$ cat src/hdl/piecewise_linear_interpolator_defines.svh
// Assertion macros for the interpolator.
`ifndef PIECEWISE_LINEAR_INTERPOLATOR_DEFINES_SVH
`define PIECEWISE_LINEAR_INTERPOLATOR_DEFINES_SVH

// Same-cycle implication, clocked on clk_i, off while in reset.
`define PLIN_ASSERT_NOW(label, ante, cons, msg) \
  label: assert property (@(posedge clk_i) disable iff (!rst_ni) (ante) |-> (cons)) \
    else $error(msg);

// Next-cycle implication, clocked on clk_i, off while in reset.
`define PLIN_ASSERT_NEXT(label, ante, cons, msg) \
  label: assert property (@(posedge clk_i) disable iff (!rst_ni) (ante) |=> (cons)) \
    else $error(msg);

`endif

$ cat src/hdl/plin_pkg.sv
`timescale 1ns / 1ps

package plin_pkg;

  localparam int unsigned DATA_W = 16;
  localparam int unsigned MAG_W  = 16;
  localparam int unsigned PROD_W = 32;
  localparam int unsigned PTS_W  = 4;
  localparam int unsigned CNT_W  = 5;

  localparam logic [CNT_W-1:0] MUL_LAST = 5'd15;
  localparam logic [CNT_W-1:0] DIV_LAST = 5'd31;
  localparam logic [PTS_W-1:0] PTS_RESET = 4'd8;

  typedef enum logic [0:0] {
    ACT_LOAD  = 1'b0,
    ACT_QUERY = 1'b1
  } plin_action_e;

  typedef enum logic [2:0] {
    ST_IDLE,
    ST_SEEK,
    ST_CHECK,
    ST_FETCH,
    ST_SETUP,
    ST_MUL,
    ST_DIV,
    ST_FINISH
  } plin_state_e;

endpackage

$ cat src/hdl/piecewise_linear_interpolator.sv
`timescale 1ns / 1ps
// Channel   Direction  Handshake                    Payload
// command   in         start, busy                  action_i, entry_index_i, x_value_i, y_value_i
// result    out        result_strobe_o (one cycle)  y_result_o, saturated_o
// config    in         cfg_valid_i, cfg_ready_o     cfg_data_i (points in use)
//
// Loads may follow each other every cycle while no query is in progress.
// A query walks the breakpoints with k compares (1 to points-1), reading the
// table port once per compare, then fetches the segment's lower point; a
// segment with equal x returns its upper y directly, else a 16-step shift-add
// multiplier and a 32-step restoring divider follow.
// Reset (rst_ni low, async) idles the sequencer and sets points in use to 8;
// the table holds whatever was written. Config waits while busy; the strobe cannot stall.
`include "piecewise_linear_interpolator_defines.svh"

module piecewise_linear_interpolator
  import plin_pkg::*;
#(
  parameter int unsigned TABLE_POINTS = 8
) (
  input  logic                     clk_i,
  input  logic                     rst_ni,
  input  logic                     start,
  output logic                     busy,
  input  logic                     action_i,
  input  logic [2:0]               entry_index_i,
  input  logic signed [DATA_W-1:0] x_value_i,
  input  logic signed [DATA_W-1:0] y_value_i,
  output logic                     result_strobe_o,
  output logic signed [DATA_W-1:0] y_result_o,
  output logic                     saturated_o,
  input  logic                     cfg_valid_i,
  output logic                     cfg_ready_o,
  input  logic [PTS_W-1:0]         cfg_data_i
);

  localparam int unsigned IDX_W = $clog2(TABLE_POINTS);
  localparam logic [6:0]  TP7   = 7'(TABLE_POINTS);

  plin_state_e state_q, state_d;
  logic [CNT_W-1:0] cnt_q, cnt_d;
  logic valid_q, valid_d;
  logic [PTS_W-1:0] points_q;

  logic [2*DATA_W-1:0] tbl_q [TABLE_POINTS];
  logic [2*DATA_W-1:0] rd_q;
  logic [IDX_W-1:0]    rd_addr;
  logic [IDX_W-1:0]    wr_addr;
  logic [6:0]          idx7;
  logic                wr_en;

  logic [IDX_W-1:0] i_q, i_d;
  logic signed [DATA_W-1:0] xq_q, xq_d;
  logic signed [DATA_W-1:0] x1_q, x1_d;
  logic signed [DATA_W-1:0] y1_q, y1_d;
  logic signed [DATA_W-1:0] y0_q, y0_d;
  logic [MAG_W-1:0]  mc_q, mc_d;
  logic [MAG_W-1:0]  den_q, den_d;
  logic [MAG_W-1:0]  rem_q, rem_d;
  logic [PROD_W-1:0] acc_q, acc_d;
  logic neg_q, neg_d;
  logic signed [DATA_W-1:0] yres_q, yres_d;
  logic sat_q, sat_d;

  logic [6:0]       pts7;
  logic [6:0]       act7;
  logic [6:0]       last7;
  logic [IDX_W-1:0] last_idx;

  logic signed [DATA_W-1:0] rd_x, rd_y;
  logic signed [DATA_W:0]   dx, dy, dd;
  logic [MAG_W:0]           mul_sum;
  logic [MAG_W:0]           div_sh;
  logic                     div_ge;
  logic [MAG_W:0]           div_diff;
  logic signed [PROD_W+1:0] q_ext, q_sgn, r_sum;
  logic                     accept;
  logic                     load_acc;
  logic                     query_acc;
  logic                     at_rail;
  logic                     idx_ok;

  assign accept      = start && !busy;
  assign busy        = (state_q != ST_IDLE);
  assign cfg_ready_o = !busy;

  assign load_acc  = accept && (plin_action_e'(action_i) == ACT_LOAD);
  assign query_acc = accept && (plin_action_e'(action_i) == ACT_QUERY);

  assign pts7 = 7'(points_q);
  always_comb begin
    priority if (pts7 < 7'd2) begin
      act7 = 7'd2;
    end else if (pts7 > TP7) begin
      act7 = TP7;
    end else begin
      act7 = pts7;
    end
  end
  assign last7    = act7 - 7'd1;
  assign last_idx = last7[IDX_W-1:0];

  assign idx7    = 7'(entry_index_i);
  assign wr_addr = idx7[IDX_W-1:0];
  assign wr_en   = load_acc && (idx7 < TP7);

  assign rd_addr = (state_q == ST_FETCH) ? (i_q - IDX_W'(1)) : i_q;

  always_ff @(posedge clk_i) begin
    if (wr_en) begin
      tbl_q[wr_addr] <= {x_value_i, y_value_i};
    end
  end

  always_ff @(posedge clk_i) begin
    rd_q <= tbl_q[rd_addr];
  end

  assign rd_x = rd_q[2*DATA_W-1:DATA_W];
  assign rd_y = rd_q[DATA_W-1:0];

  assign dx = {xq_q[DATA_W-1], xq_q} - {rd_x[DATA_W-1], rd_x};
  assign dy = {y1_q[DATA_W-1], y1_q} - {rd_y[DATA_W-1], rd_y};
  assign dd = {x1_q[DATA_W-1], x1_q} - {rd_x[DATA_W-1], rd_x};

  assign mul_sum  = {1'b0, acc_q[PROD_W-1:MAG_W]} + (acc_q[0] ? {1'b0, mc_q} : '0);
  assign div_sh   = {rem_q, acc_q[PROD_W-1]};
  assign div_ge   = (div_sh >= {1'b0, den_q});
  assign div_diff = div_sh - {1'b0, den_q};

  assign q_ext = $signed({2'b00, acc_q});
  assign q_sgn = neg_q ? -q_ext : q_ext;
  assign r_sum = (PROD_W+2)'(y0_q) + q_sgn;

  always_comb begin
    state_d = state_q;
    cnt_d   = cnt_q;
    valid_d = 1'b0;
    i_d     = i_q;
    xq_d    = xq_q;
    x1_d    = x1_q;
    y1_d    = y1_q;
    y0_d    = y0_q;
    mc_d    = mc_q;
    den_d   = den_q;
    rem_d   = rem_q;
    acc_d   = acc_q;
    neg_d   = neg_q;
    yres_d  = yres_q;
    sat_d   = sat_q;
    unique case (state_q)
      ST_IDLE: begin
        if (query_acc) begin
          xq_d    = x_value_i;
          i_d     = IDX_W'(1);
          state_d = ST_SEEK;
        end
      end
      ST_SEEK: begin
        state_d = ST_CHECK;
      end
      ST_CHECK: begin
        if ((i_q < last_idx) && (xq_q > rd_x)) begin
          i_d     = i_q + IDX_W'(1);
          state_d = ST_SEEK;
        end else begin
          x1_d    = rd_x;
          y1_d    = rd_y;
          state_d = ST_FETCH;
        end
      end
      ST_FETCH: begin
        state_d = ST_SETUP;
      end
      ST_SETUP: begin
        y0_d = rd_y;
        if (x1_q == rd_x) begin
          yres_d  = y1_q;
          sat_d   = 1'b0;
          valid_d = 1'b1;
          state_d = ST_IDLE;
        end else begin
          mc_d    = dy[DATA_W] ? MAG_W'(-dy) : dy[MAG_W-1:0];
          acc_d   = {{(PROD_W-MAG_W){1'b0}}, (dx[DATA_W] ? MAG_W'(-dx) : dx[MAG_W-1:0])};
          den_d   = dd[DATA_W] ? MAG_W'(-dd) : dd[MAG_W-1:0];
          neg_d   = dx[DATA_W] ^ dy[DATA_W] ^ dd[DATA_W];
          cnt_d   = '0;
          state_d = ST_MUL;
        end
      end
      ST_MUL: begin
        acc_d = {mul_sum, acc_q[MAG_W-1:1]};
        cnt_d = cnt_q + CNT_W'(1);
        if (cnt_q == MUL_LAST) begin
          cnt_d   = '0;
          rem_d   = '0;
          state_d = ST_DIV;
        end
      end
      ST_DIV: begin
        rem_d = div_ge ? div_diff[MAG_W-1:0] : div_sh[MAG_W-1:0];
        acc_d = {acc_q[PROD_W-2:0], div_ge};
        cnt_d = cnt_q + CNT_W'(1);
        if (cnt_q == DIV_LAST) begin
          state_d = ST_FINISH;
        end
      end
      ST_FINISH: begin
        priority if (r_sum > (PROD_W+2)'(32767)) begin
          yres_d = 16'sh7FFF;
          sat_d  = 1'b1;
        end else if (r_sum < -(PROD_W+2)'(32768)) begin
          yres_d = -16'sh8000;
          sat_d  = 1'b1;
        end else begin
          yres_d = r_sum[DATA_W-1:0];
          sat_d  = 1'b0;
        end
        valid_d = 1'b1;
        state_d = ST_IDLE;
      end
      default: begin
        state_d = ST_IDLE;
      end
    endcase
  end

  always_ff @(posedge clk_i or negedge rst_ni) begin
    if (!rst_ni) begin
      state_q  <= ST_IDLE;
      cnt_q    <= '0;
      valid_q  <= 1'b0;
      points_q <= PTS_RESET;
    end else begin
      state_q <= state_d;
      cnt_q   <= cnt_d;
      valid_q <= valid_d;
      if (cfg_valid_i && cfg_ready_o) begin
        points_q <= cfg_data_i;
      end
    end
  end

  always_ff @(posedge clk_i) begin
    i_q    <= i_d;
    xq_q   <= xq_d;
    x1_q   <= x1_d;
    y1_q   <= y1_d;
    y0_q   <= y0_d;
    mc_q   <= mc_d;
    den_q  <= den_d;
    rem_q  <= rem_d;
    acc_q  <= acc_d;
    neg_q  <= neg_d;
    yres_q <= yres_d;
    sat_q  <= sat_d;
  end

  assign result_strobe_o = valid_q;
  assign y_result_o      = yres_q;
  assign saturated_o     = sat_q;

  assign at_rail = (y_result_o == 16'sh7FFF) || (y_result_o == -16'sh8000);
  assign idx_ok  = (i_q <= last_idx) && (i_q != '0);

  `PLIN_ASSERT_NEXT(a_load_no_result, load_acc, !result_strobe_o, "load gave a result")
  `PLIN_ASSERT_NEXT(a_query_busy, query_acc, busy, "query not taken")
  `PLIN_ASSERT_NEXT(a_strobe_single, result_strobe_o, !result_strobe_o, "strobe held")
  `PLIN_ASSERT_NOW(a_sat_rail, result_strobe_o && saturated_o, at_rail, "flag off rail")
  `PLIN_ASSERT_NOW(a_index_bound, state_q == ST_CHECK, idx_ok, "search index out of range")

endmodule

$ cat config.mk
export PLATFORM = sky130hd
export DESIGN_NAME = piecewise_linear_interpolator
export DESIGN_NICKNAME = d
export VERILOG_FILES = /design/src/hdl/plin_pkg.sv /design/src/hdl/piecewise_linear_interpolator.sv
export VERILOG_INCLUDE_DIRS = /design/src /design/src/hdl
export SDC_FILE = /design/constraint.sdc
export NUM_CORES = 1
export LEC_CHECK = 0
export BUFFER_PORTS_ARGS = -buffer_cell sky130_fd_sc_hd__buf_2
export CAP_MARGIN = 0
export CORE_ASPECT_RATIO = 1.75
export CORE_MARGIN = 2
export CORE_UTILIZATION = 50
export DETAILED_ROUTE_END_ITERATION = 8
export PLACE_DENSITY = 0.69
export SYNTH_ARGS = -nofsm -noshare
export SYNTH_HDL_FRONTEND = slang
export SYNTH_SLANG_ARGS = --single-unit
$ cat constraint.sdc
create_clock -name clk_i -period 5.39 [get_ports clk_i]
set_clock_uncertainty 0.2 [all_clocks]
set_input_delay 1.078 -clock clk_i [delete_from_list [all_inputs] [get_ports clk_i]]
set_output_delay 1.078 -clock clk_i [all_outputs]
set_load 0.01 [all_outputs]
# After elaboration in Yosys (flattened, before gate mapping)
# Memory sizes are Yosys's and may differ from the RTL's. A register that Yosys moved wholly into a read port is not among the register bits.
# Cells that the tools add are included.
# word_totals
out_inout_bits	20
elab_cells	117
regBits	178
ram_bits	256
memories	1
# op_classes
n_eq_ne	16
n_bitwise	5
add_sub_neg	14
n_reduce_logical	21
magnitude_cmp	8
n_mux	36
# mem_list
name	words	width	read_ports	rd_clocked_by_memory_dff	wr	line	rtl
tbl_q	8	32	1	1	1	piecewise_linear_interpolator.sv:45	logic [2*DATA_W-1:0] tbl_q [TABLE_POINTS];
# ops
cell	n
$mux W16	9
$pmux W32 S3	1
$pmux W16 S2	2
$sub A16 B16 Y17	3
$neg A16 Y16	3
$add A16 B34 Y34	1
$gt A34 B16 Y1 const B	1
$lt A34 B16 Y1 const B	1
$mux W34	1
$neg A32 Y34	1
$mux W32	1
$mux W3	8
$pmux W3 S8	1
$add A16 B16 Y17	1
$ge A17 B16 Y1	1
$eq A16 B16 Y1	1
$gt A16 B16 Y1	1
$sub A16 B16 Y16	1
$pmux W5 S3	1
$eq A3 B3 Y1 const B	4
$ne A2 B2 Y1 const B	6
$reduce_and A2 Y1	6
$mux W5	2
$eq A3 B2 Y1 const B	2
other kinds (22)	41

# Depth between registers and ports, before layout
# depth
ltp_word	8
depth_mapped	20
depth_no_buf	19

# Least setup slack after synthesis
# No wires, ideal clock.
# synth_path
kind	reg-to-reg
from	reg acc_q[3]
to	reg yres_q[10] (netlist: y_result_o[10]) (data pin)
path_buffers	2
path_slack_ps	190
t_required_ps	4924
t_arrival_ps	4734
synth_period_minus_slack_ps	5200
path_stages_with_launch	18
path_cell_list	edfxtp_1 -> or4_4 -> or3_4 -> or2_2 -> o31ai_1 -> xnor2_1 -> ha_1 -> clkbuf_1 -> a21oi_1 -> o21ai_1 -> a221oi_1 -> a21oi_1 -> or4_1 -> a211oi_1 -> nand4_2 -> buf_2 -> a22oi_2 -> o21ai_1
# synth_between
elab_chain_cells	7
elab_cells_between_ends	8
cone_classes	add/sub: 2; order compare: 2; mux: 4
# synth_rtl
item	line	rtl
start, declared	piecewise_linear_interpolator.sv:60	logic [PROD_W-1:0] acc_q, acc_d;
start signal, assigned	piecewise_linear_interpolator.sv:253	acc_q <= acc_d;
$neg A32 Y34	piecewise_linear_interpolator.sv:132	assign q_sgn = neg_q ? -q_ext : q_ext;
$mux W34 (*)	piecewise_linear_interpolator.sv:132	
$add A16 B34 Y34 (*)	piecewise_linear_interpolator.sv:133	assign r_sum = (PROD_W+2)'(y0_q) + q_sgn;
$lt A34 B16 Y1	piecewise_linear_interpolator.sv:212	end else if (r_sum < -(PROD_W+2)'(32768)) begin
$mux W16	piecewise_linear_interpolator.sv:212	
$mux W16 (*)	piecewise_linear_interpolator.sv:209	priority if (r_sum > (PROD_W+2)'(32767)) begin
$pmux W16 S2 (*)	piecewise_linear_interpolator.sv:151	unique case (state_q)
via yres_d[10]	piecewise_linear_interpolator.sv:62	logic signed [DATA_W-1:0] yres_q, yres_d;
end signal, assigned	piecewise_linear_interpolator.sv:255	yres_q <= yres_d;
end, declared	piecewise_linear_interpolator.sv:62	
# Mark *: on every way through the listed nets, which the timed path passes. The rest lies on a longest branch.
# A chain may end at the register's enable or synchronous reset.

# Worst setup path after layout
# layout_path
from	reg acc_q[2]
to	reg yres_q[13] (netlist: y_result_o[13]) (data pin)
# Same word-level chain as after synthesis.

==> results.txt <==
Outcome = complete, no violations
Final setup margin = 0.123 ns
Most used DFF post-synth = edfxtp_1
Commonest non-fill, non-tap cell in the layout = edfxtp_1
Worst skew pair latency = 0.57 ns
Dpl hpwl = 43.6 mm
Reg area = 0.0136 mm2
Root Buffer = clkbuf_16
Relative slew slack = 18.5%
Worst setup path category = flip-flop to flip-flop
Syn_area_per_cell = 12.4 um2
Reg clk slew, reported paths = 0.07 ns
Routed vias = 16700
Number of flops mapped to enable cells by yosys = 421
# port buffers = 63
TritonCTS Buffers = 42
Largest net degree at the start of global routing = 65
Syn nets = 2187
Die Area = 0.0519 mm2
Distinct cells, synth = 89
WP data required = 5.50 ns
Nets = 2319
CTS HTree Levels = 2
Max-slew violations = 0
Antenna violations before repair = 2
Final setup vio count = 0
DR WL/cell = 21.3 um
WP data arrival = 5.37 ns
Initial Utilization = 50.6%
First-pass GRT wire length = 93.4 mm
Asr flop ratio synth = 2.79%
CTS tree = built
Critical path origin = acc_q[2]$_DFFE_PP_
Yosys reg bits = 466
Initial DRC Count = 1096
Crit Path Max Fanout = 5
Placeable Area = 0.0495 mm2
GP Congestion = 0.943
P&R area growth vs syn = 13.7%
Drt drc = 0
Min cycle time layout = 5.27 ns
Critical path's most frequent cell = a21o_1
Floorplan row count = 108
Max Clock Freq = 0.190 GHz
Max-Cap Viols = 0
Post-Syn Area = 0.0250 mm2
Number of global-route vias before repair = 17200
Vias per cell = 5.89
Total grt overflow = 0
Antenna diode count = 0
Final hold violations = 0
Seq/Total Area, Yosys = 54.4%
Maximum clock path buffer count = 3
Total GRT Usage = 23.0%
Final period util = 97.7%
Most frequent cells in the layout = edfxtp_1 (421), nand2_1 (127), ha_1 (126)
Clock Sinks = 466
Top Ports = 64
Non-filler cells, final = 2836
Worst min-delay path class = input pin to asynchronous set/reset pin
Worst Tran Pin Value = 1.22 ns
Final wirelength = 60.4 mm
Critical path capture point type = flip-flop
Worst path max stage delay = 0.58 ns
Hold_buf cts = 0
Hold slack final = 0.218 ns
Yosys warns = 0
Remaining antenna violation count after routing = 0
R2R setup slack = 0.12 ns
Placed cell count = 2747
DP Worst Slack = -0.0356 ns
Drt first pass iters = 5
Area of the multi-input gates = 0.0112 mm2
Layout cells sized above 1 = 18.8%
Slowest-stage cell, CP = or4_4
Startpoint types = flip-flop
Die Ht = 300 um
Crit path cell chain = or4_4, or3_4, or2_4, o41ai_4, xnor2_1, ha_2, a21o_1, a21o_1, a21o_1, or3_4, o22ai_4, buf_6, o21ai_1, mux2i_1, and2_4, a41o_4, buf_4, a22oi_2, o21ai_1
Mapped Cells = 2010
Worst r2r src = acc_q[2]$_DFFE_PP_
Fillcell total = 4074
Die span in x = 173 um
Worst r2r path cells = 19
what timing repair did:
item | 4_1_cts | 5_1_grt
gates resized for setup | 1 | 58
pin swaps | 0 | 19
gates cloned | 0 | 2
setup buffers | 0 | 9
setup endpoints to repair | 3 | 16
cell families (layout without fill, tap and decap cells):
logic type	Yosys count	in the layout	synth area share, %
AOI/OAI and AO/OA	457	458	12.1
xor gates and xnor gates	153	153	5.39
adders and majority gates	133	133	6.83
buffers and inverters	167	332	2.61
DFF	466	466	54.4
muxes	123	123	8.31
and+or+nand+nor	511	511	10.3
layer usage:
metal	vias to the layer above	wire length [um]	track usage [%]
met5	-	21	0
met4	4	3440	12.2
met3	158	1980	2.58
met2	430	33300	44.4
met1	8190	21600	24.3
li1	7918	-	-
worst max-delay path, delay by kind of cell (launching register included):
family | cells | cell delay, ns
AO/OA/AOI/OAI | 9 | 1.71
XOR/XNOR | 1 | 0.12
buffers and inverters | 2 | 0.30
AND/OR/NAND/NOR | 5 | 1.92
adder cells (fa/ha/maj) | 1 | 0.19
multiplexers | 1 | 0.17
flip-flops | 1 | 0.38
Yosys cell counts, drive strengths merged (18+ instances only):
| library cell | number | area share, % |
|---|---|---|
| edfxtp | 421 | 51 |
| nand2 | 128 | 1.9 |
| ha | 127 | 6.4 |
| nor2 | 127 | 1.9 |
| o21ai | 114 | 2.3 |
| xnor2 | 108 | 3.8 |
| a21oi | 106 | 2.1 |
| inv | 106 | 1.6 |
| mux4 | 64 | 5.8 |
| clkbuf | 51 | 0.77 |
| xor2 | 45 | 1.6 |
| mux2 | 37 | 1.7 |
| nor3 | 37 | 0.74 |
| dfxtp | 32 | 2.6 |
| nand3 | 32 | 0.69 |
| a21o | 31 | 0.93 |
| and2 | 27 | 0.68 |
| o31ai | 26 | 0.78 |
| or3 | 26 | 0.67 |
| nand2b | 25 | 0.63 |
| mux2i | 22 | 0.88 |
| nand4 | 20 | 0.53 |
| o21a | 18 | 0.54 |
through the flow:
stage	utilization, %	TNS, ns	instance area (um2)
floorplan	-	0	25000
global placement	53.8	0	26600
detailed placement	53.8	-0.0771	26600
CTS	56.7	0	28000
global route	57.5	-0.544	28400
finish	57.5	0	28400
sequential cells by signal, summed over array words and instances (netlist names), 16 cells and up:
| register | flops |
|---|---|
| acc_q | 32 |
| den_q | 16 |
| mc_q | 16 |
| rd_q | 32 |
| rem_q | 16 |
| tbl_q | 256 |
| x1_q | 16 |
| xq_q | 16 |
| y0_q | 16 |
| y1_q | 16 |
| y_result_o | 16 |
area by class of cell:
cell class	instances	area share, %
timing repair buffer	148	3.60
tap	660	2.90
clock inverter	23	0.937
sequential	466	47.9
clock buffer	55	4.08
inverter	106	1.40
multi-input combinational	1378	39.2
final timing paths:
| path | end |
|---|---|
| hold reg to reg | x1_q[1]$_DFFE_PP_ |
| setup reg to reg | y_result_o[13]$_DFFE_PP_ |
| max in group asynchronous | points_q[3]$_DFFE_PN1P_ |
| hold / removal | points_q[2]$_DFFE_PN0P_ |
| min in group clk_i | x1_q[1]$_DFFE_PP_ |
| setup / recovery | y_result_o[13]$_DFFE_PP_ |
Power is not shown: default switching activity piles up to over one toggle a cycle in this logic, so the estimate is an artifact.
